[config.mk]
export PLATFORM = sky130hd
export DESIGN_NAME = least_loaded_multi_stack_unit
export DESIGN_NICKNAME = d
export VERILOG_FILES = /design/src/hdl/llms_pkg.sv /design/src/hdl/llms_ram.sv /design/src/hdl/llms_datapath.sv /design/src/hdl/llms_ctrl.sv /design/src/hdl/least_loaded_multi_stack_unit.sv
export SDC_FILE = /design/constraint.sdc
export NUM_CORES = 1
export LEC_CHECK = 0
export BUFFER_PORTS_ARGS = -buffer_cell sky130_fd_sc_hd__buf_2
export CAP_MARGIN = 20
export CORE_UTILIZATION = 65
export CTS_BUF_LIST = sky130_fd_sc_hd__clkbuf_4 sky130_fd_sc_hd__clkbuf_8
export DETAILED_ROUTE_END_ITERATION = 6
export PLACE_DENSITY = 0.84
export SLEW_MARGIN = 10
export SYNTH_ARGS = -nofsm -noshare
export SYNTH_HDL_FRONTEND = slang
export SYNTH_HIERARCHICAL = 1
export SYNTH_SLANG_ARGS = --single-unit
export TNS_END_PERCENT = 50
[constraint.sdc]
create_clock -name clk -period 4.95 [get_ports clk]
set_clock_uncertainty 0.1 [all_clocks]
set_input_delay 0.2475 -clock clk [delete_from_list [all_inputs] [get_ports clk]]
set_output_delay 0.2475 -clock clk [all_outputs]
set_load 0.05 [all_outputs]
[src/hdl/llms_pkg.sv]
// ----------------------------------------------------------------------------
// llms_pkg
// Shared types and codes for the least-loaded multi-stack unit.
// ----------------------------------------------------------------------------
package llms_pkg;

  localparam logic OP_PUSH = 1'b0;
  localparam logic OP_POP  = 1'b1;

  localparam logic [1:0] ST_OK   = 2'd0;
  localparam logic [1:0] ST_DUP  = 2'd1;
  localparam logic [1:0] ST_FULL = 2'd2;
  localparam logic [1:0] ST_MISS = 2'd3;

  typedef struct packed {
    logic               op;
    logic signed [31:0] item_code;
  } req_t;

  typedef struct packed {
    logic [1:0] status;
    logic [3:0] stack_used;
  } rsp_t;

  // Commands from the controller to the datapath
  typedef struct packed {
    logic load;    // latch the request, restart the scan
    logic issue;   // read one slot and advance the scan
    logic commit;  // update the store and register the response
  } cmd_t;

  // Status from the datapath to the controller
  typedef struct packed {
    logic scan_last;  // the slot being issued is the final one
  } sts_t;

endpackage

[src/hdl/llms_ram.sv]
// ----------------------------------------------------------------------------
// llms_ram
// Generic single-write, single-read RAM with registered read data.
// ----------------------------------------------------------------------------
module llms_ram #(
  parameter int WIDTH = 32,
  parameter int DEPTH = 16,
  parameter int AW    = (DEPTH > 1) ? $clog2(DEPTH) : 1
) (
  input  logic             clk,
  input  logic             we,
  input  logic [AW-1:0]    waddr,
  input  logic [WIDTH-1:0] wdata,
  input  logic [AW-1:0]    raddr,
  output logic [WIDTH-1:0] rdata
);

  logic [WIDTH-1:0] mem [DEPTH];

  always_ff @(posedge clk) begin
    if (we) begin
      mem[waddr] <= wdata;
    end
    rdata <= mem[raddr];
  end

endmodule

[src/hdl/llms_datapath.sv]
// ----------------------------------------------------------------------------
// llms_datapath
// Slot scan, duplicate / top-of-stack compare, least-fill search, fill
// counters, code store and response register.
// ----------------------------------------------------------------------------
module llms_datapath #(
  parameter int NUM_STACKS  = 4,
  parameter int STACK_DEPTH = 4
) (
  input  logic           clk,
  input  logic           rst,
  input  llms_pkg::req_t req_data,
  input  llms_pkg::cmd_t cmd,
  output llms_pkg::sts_t sts,
  output llms_pkg::rsp_t rsp_data
);
  import llms_pkg::*;

  localparam int SLOTS = NUM_STACKS * STACK_DEPTH;
  localparam int AW    = (SLOTS > 1) ? $clog2(SLOTS) : 1;
  localparam int SW    = (NUM_STACKS > 1) ? $clog2(NUM_STACKS) : 1;
  localparam int KW    = (STACK_DEPTH > 1) ? $clog2(STACK_DEPTH) : 1;
  localparam int FW    = $clog2(STACK_DEPTH + 1);

  localparam logic [SW-1:0] LAST_S  = SW'(NUM_STACKS - 1);
  localparam logic [KW-1:0] LAST_K  = KW'(STACK_DEPTH - 1);
  localparam logic [FW-1:0] FULL_F  = FW'(STACK_DEPTH);
  localparam logic [AW-1:0] STEP_AD = AW'(STACK_DEPTH);

  logic [FW-1:0] fill [NUM_STACKS];

  // request held for the whole operation
  logic          op;
  logic [31:0]   code;

  // scan position
  logic [SW-1:0] scan_s;
  logic [KW-1:0] scan_k;
  logic [AW-1:0] base;

  // compare stage
  logic          cmp_valid;
  logic [SW-1:0] cmp_s;
  logic [FW-1:0] cmp_fill;

  // results of the scan
  logic          hit;
  logic [SW-1:0] hit_s;
  logic [FW-1:0] hit_fill;
  logic [SW-1:0] best;
  logic [FW-1:0] best_fill;
  logic [AW-1:0] best_base;

  logic [FW-1:0] fill_s;
  logic          slot_valid;
  logic [AW-1:0] raddr;
  logic [31:0]   rdata;
  logic          we;
  logic [AW-1:0] waddr;
  rsp_t          rsp_next;

  assign fill_s = fill[scan_s];

  always_comb begin
    if (op == OP_POP) begin
      slot_valid = (fill_s != '0);
      raddr      = base + AW'(fill_s - 1'b1);
    end else begin
      slot_valid = (FW'(scan_k) < fill_s);
      raddr      = base + AW'(scan_k);
    end
  end

  assign sts.scan_last = (scan_s == LAST_S) && ((op == OP_POP) || (scan_k == LAST_K));

  // commit decision
  always_comb begin
    we       = 1'b0;
    waddr    = best_base + AW'(best_fill);
    rsp_next = '{status: ST_OK, stack_used: '0};
    if (op == OP_PUSH) begin
      if (hit) begin
        rsp_next.status = ST_DUP;
      end else if (best_fill >= FULL_F) begin
        rsp_next.status = ST_FULL;
      end else begin
        we                  = cmd.commit;
        rsp_next.stack_used = 4'(best);
      end
    end else begin
      if (hit) begin
        rsp_next.stack_used = 4'(hit_s);
      end else begin
        rsp_next.status = ST_MISS;
      end
    end
  end

  llms_ram #(
    .WIDTH (32),
    .DEPTH (SLOTS)
  ) u_ram (
    .clk   (clk),
    .we    (we),
    .waddr (waddr),
    .wdata (code),
    .raddr (raddr),
    .rdata (rdata)
  );

  always_ff @(posedge clk) begin
    if (rst) begin
      for (int i = 0; i < NUM_STACKS; i++) begin
        fill[i] <= '0;
      end
      cmp_valid <= 1'b0;
      hit       <= 1'b0;
    end else begin
      cmp_valid <= cmd.issue && slot_valid;

      if (cmd.load) begin
        op     <= req_data.op;
        code   <= req_data.item_code;
        scan_s <= '0;
        scan_k <= '0;
        base   <= '0;
        hit    <= 1'b0;
      end

      if (cmd.issue) begin
        cmp_s    <= scan_s;
        cmp_fill <= fill_s;
        // least-filled stack, lowest index wins ties
        if (scan_k == '0) begin
          if (scan_s == '0 || fill_s < best_fill) begin
            best      <= scan_s;
            best_fill <= fill_s;
            best_base <= base;
          end
        end
        if (!sts.scan_last) begin
          if (op == OP_POP || scan_k == LAST_K) begin
            scan_k <= '0;
            scan_s <= scan_s + 1'b1;
            base   <= base + STEP_AD;
          end else begin
            scan_k <= scan_k + 1'b1;
          end
        end
      end

      // keep the first match only
      if (cmp_valid && rdata == code && !hit) begin
        hit      <= 1'b1;
        hit_s    <= cmp_s;
        hit_fill <= cmp_fill;
      end

      if (cmd.commit) begin
        rsp_data <= rsp_next;
        if (op == OP_PUSH && !hit && best_fill < FULL_F) begin
          fill[best] <= best_fill + 1'b1;
        end else if (op == OP_POP && hit) begin
          fill[hit_s] <= hit_fill - 1'b1;
        end
      end
    end
  end

endmodule

[src/hdl/llms_ctrl.sv]
// ----------------------------------------------------------------------------
// llms_ctrl
// Sequencer for one operation: accept, scan, drain, commit.
// ----------------------------------------------------------------------------
module llms_ctrl (
  input  logic           clk,
  input  logic           rst,
  input  logic           req_valid,
  output logic           req_stall,
  output logic           rsp_valid,
  input  logic           rsp_stall,
  output llms_pkg::cmd_t cmd,
  input  llms_pkg::sts_t sts
);
  import llms_pkg::*;

  typedef enum logic [3:0] {
    S_IDLE  = 4'b0001,
    S_SCAN  = 4'b0010,
    S_DRAIN = 4'b0100,
    S_DONE  = 4'b1000
  } state_t;

  state_t state;
  state_t state_next;
  logic   slot_free;

  assign slot_free = !rsp_valid || !rsp_stall;
  assign req_stall = (state != S_IDLE);

  always_comb begin
    state_next = state;
    cmd        = '0;
    case (state)
      S_IDLE: begin
        if (req_valid) begin
          cmd.load   = 1'b1;
          state_next = S_SCAN;
        end
      end
      S_SCAN: begin
        cmd.issue = 1'b1;
        if (sts.scan_last) begin
          state_next = S_DRAIN;
        end
      end
      S_DRAIN: begin
        state_next = S_DONE;
      end
      S_DONE: begin
        if (slot_free) begin
          cmd.commit = 1'b1;
          state_next = S_IDLE;
        end
      end
      default: begin
        state_next = S_IDLE;
      end
    endcase
  end

  always_ff @(posedge clk) begin
    if (rst) begin
      state     <= S_IDLE;
      rsp_valid <= 1'b0;
    end else begin
      state <= state_next;
      if (cmd.commit) begin
        rsp_valid <= 1'b1;
      end else if (!rsp_stall) begin
        rsp_valid <= 1'b0;
      end
    end
  end

endmodule

[src/hdl/least_loaded_multi_stack_unit.sv]
// ----------------------------------------------------------------------------
// least_loaded_multi_stack_unit
// Bounded stacks of item codes: push to the least-filled stack after a
// duplicate check, pop only from a stack top.
// ----------------------------------------------------------------------------
//
//   channel   direction   handshake               payload
//   -------   ---------   ---------------------   ------------------------
//   request   in          req_valid / req_stall   req_data  (op, item_code)
//   response  out         rsp_valid / rsp_stall   rsp_data  (status, stack_used)
//
// One request at a time. A push walks every slot of the code store, one RAM
// read a cycle; a pop reads one top per stack. The single read port of the
// code store sets the pace of both. Reset clears the fill counters at once;
// the code store needs no clearing. A stalled response holds in its register
// while the next request is taken; the commit step waits only while that
// register still holds a stalled response.
//
module least_loaded_multi_stack_unit #(
  parameter int NUM_STACKS  = 4,
  parameter int STACK_DEPTH = 4
) (
  input  logic           clk,
  input  logic           rst,
  input  logic           req_valid,
  output logic           req_stall,
  input  llms_pkg::req_t req_data,
  output logic           rsp_valid,
  input  logic           rsp_stall,
  output llms_pkg::rsp_t rsp_data
);
  import llms_pkg::*;

  cmd_t cmd;
  sts_t sts;

  // Sequence the operation: load, one issue per slot scanned, drain the read, commit.
  llms_ctrl u_ctrl (
    .clk       (clk),
    .rst       (rst),
    .req_valid (req_valid),
    .req_stall (req_stall),
    .rsp_valid (rsp_valid),
    .rsp_stall (rsp_stall),
    .cmd       (cmd),
    .sts       (sts)
  );

  // Hold the stacks, compare each read slot against the code, track the
  // least-filled stack and register the response.
  llms_datapath #(
    .NUM_STACKS  (NUM_STACKS),
    .STACK_DEPTH (STACK_DEPTH)
  ) u_dp (
    .clk      (clk),
    .rst      (rst),
    .req_data (req_data),
    .cmd      (cmd),
    .sts      (sts),
    .rsp_data (rsp_data)
  );

endmodule

==> results.txt <==
kind of critical path: register to register
wire per inst: 27.3 um
compound-cell area share of the yosys netlist: 3.09%
Worst Path Required: 5410 ps
Worst Tran Pin Value: 1050 ps
Max Clock Freq: 244 MHz
Crit. End Element: register
RSZ-0062 raised after global routing: no
Syn Std Cell Area: 23,900 um2
Post-synth EDFFs: 588
Vias: 12,018
ys async rst share: 0%
clock slew at reported path FFs: 60 ps
largest family of logic cells by synthesized area: multiplexers
Die Y-Extent: 194 um
Die X: 194 um
Max-Slew Margin vs Limit: 29.6%
nets@finish: 1,370
Top Ports: 45
Crit path max-delay family: simple AND/OR/NAND/NOR gates
peak fanout along the critical path: 19
HPWL after DPL: 27,300 um
top_reg_cell synth: edfxtp_1
most common cell after layout, fill and taps aside: edfxtp_1
cell count after synthesis: 1,151
Die Area: 37,500 um2
Global Route Usage Sum: 28.0%
gr ovfl total: 0
final WL: 50,500 um
antenna violations before repair: 0
CP arrival: 4560 ps
Max VDD drop: 306 uV
commonest non-fill, non-tap cells in the layout: edfxtp_1 (588), mux4_2 (129), clkbuf_8 (110)
DR DRC count: 0
Area Growth Syn to Fin: 14.0%
adder-cell share of the synthesized area: 1.30%
Synth Register Bits: 629
ANT cells: 0
# H-tree levels: 3
yosys warns: 6
critical path startpoint category: register
status: finished clean
ANT nets after route: 0
setup TNS: 0 ps
mux share of post-synthesis cell area: 12.4%
register area: 18,500 um2
CP max stage delay: 720 ps
CTS max path bufs: 3
Mapped Avg Cell Area: 20.8 um2
Starting Density: 66.6%
RD Place Congestion: 0.786
fin crit share: 82.9%
DRT iter0 DRCs: 1,388
fraction of layout cells with a size suffix above 1: 28.7%
CTS tree: yes
Clk Latency, worst-skew pair: 650 ps
first-pass GRT wire length: 76,400 um
Slowest-stage cell, CP: nor2b_4
Design Area, Final: 27,300 um2
Hold Crit Class: input pin to register
Num CTS Buffers: 94
Final Hold Fails: 0
cells along the critical path: mux4_1 -> inv_1 -> ha_1 -> inv_1 -> ha_1 -> fa_1 -> xnor2_1 -> nor2_1 -> a21oi_1 -> xnor2_1 -> nor2b_4 -> buf_4 -> a22oi_1 -> nand2_1
LEAKAGE: 9.10 nW
Post-DP Area: 24,900 um2
multi-input logic area: 5260 um2
Synth Area in XOR/XNOR: 1.43%
Sink Count: 629
Simple-Gate Fraction of Synth Area: 3.05%
post-synth cell types: 55
sequential fraction of the synthesis area: 77.3%
row count: 69
FILL cells: 1,817
Pre-antenna DRT Iters: 5
Slew Viols, Final: 0
worst hold slack: 219 ps
final core occ: 75.9%
Post-CTS Resized: 0
Buf+Inv Stages, Crit Path: 3
Power Density: 441 nW/um2
clk root buf: clkbuf_8
Core Footprint: 35,900 um2
vias in the first global route: 12,599
MaxCap Viol Count: 0
final setup violation count: 0
Tmin final: 4100 ps
Port Buffers: 42
largest net degree at the start of global routing: 70
DR vias/cell: 6.50
cell usage after synthesis, drive strengths merged, types with 2 or more instances:
| master | n | area [um2] |
|---|---|---|
| ha | 20 | 250 |
| or3b | 3 | 28.8 |
| nand2 | 52 | 198 |
| nor2 | 44 | 168 |
| dfxtp | 41 | 821 |
| clkbuf | 19 | 71.3 |
| xor2 | 6 | 52.6 |
| nor2b | 7 | 43.8 |
| o21ai | 12 | 60.1 |
| inv | 28 | 105 |
| edfxtp | 588 | 17700 |
| nor4 | 4 | 25.0 |
| o31ai | 2 | 15.0 |
| nand3 | 3 | 15.0 |
| nand2b | 3 | 18.8 |
| xnor2 | 33 | 289 |
| a22oi | 64 | 480 |
| a21oi | 14 | 70.1 |
| and2 | 2 | 12.5 |
| and2b | 2 | 15.0 |
| a21o | 3 | 22.5 |
| mux4 | 131 | 2960 |
| nand4 | 9 | 56.3 |
| nand3b | 3 | 35.0 |
| buf | 28 | 155 |
| nor3 | 8 | 40.0 |
| fa | 3 | 60.1 |
final cells by class:
type,instances,share of cell area [%]
clock buffer,141,6.41
tap,461,2.12
timing repair buffer,109,3.10
inverter,28,0.386
multi-input combinational,448,19.3
sequential,629,67.8
clock inverter,33,0.891
power by group:
part	internal, mW	switching [mW]
Sequential	5.98	0.141
Clock	2.42	1.93
Combinational	0.722	0.829
Total	9.12	2.90
path summary, 6_finish.rpt:
| check | slack (ps) | end | cells past startpoint | startpoint |
|---|---|---|---|---|
| max | 850 | u_dp/u_ram/rdata[15]$_DFF_P_ | 14 | register |
| max reg2reg | 850 | u_dp/u_ram/rdata[15]$_DFF_P_ | 14 | register |
| min | 220 | u_dp/code[12]$_DFFE_PP_ | 2 | req_data[12] |
| min reg2reg | 330 | u_dp/hit_fill[1]$_DFFE_PP_ | 0 | u_dp/cmp_fill[1]$_DFFE_PP_ |
layer usage:
| layer | track usage (%) | share of wire [%] |
|---|---|---|
| met1 | 37.7 | 37 |
| met2 | 46.4 | 51 |
| met3 | 5.22 | 9.2 |
| met4 | 10.8 | 2.9 |
| met5 | 0 | 0 |
cell families after synthesis:
group,after synthesis
other,1
buffers and inverters,75
AOI/OAI and AO/OA,105
muxes,132
adders and majority gates,23
DFF,629
and+or+nand+nor,147
xor gates and xnor gates,39
state kept, by name, summed over array words and instances (netlist names), named ones only:
name,cells
u_ctrl/state,4
u_dp/u_ram/mem,512
u_dp/scan_k,2
u_dp/op,1
u_dp/code,32
u_dp/hit,1
u_dp/hit_fill,3
u_dp/best_base,4
u_dp/best_fill,3
u_dp/cmp_valid,1
u_dp/u_ram/rdata,32
u_dp/rsp_data,4
u_dp/base,4
u_dp/best,2
u_dp/fill,12
u_dp/hit_s,2
u_dp/scan_s,2
u_dp/cmp_s,2
u_ctrl/rsp_valid,1
u_dp/cmp_fill,3
timing repair:
action / CTS / global route
hold buffers: 38 / 0
setup buffers: 0 / 0
hold endpoints to repair: 40 / 0
endpoints found under the setup margin: 0 / 0
stage by stage:
stage               worst slack [ps]  instances  power (mW)
floorplan                        459       1152        7.30
global placement                1000       1637        7.69
detailed placement               901       1637        7.74
CTS                              869       1849        12.1
global route                     644       1849        12.5
finish                           848       1849        12.0
No activity file was read; power rests on OpenSTA's default activity.
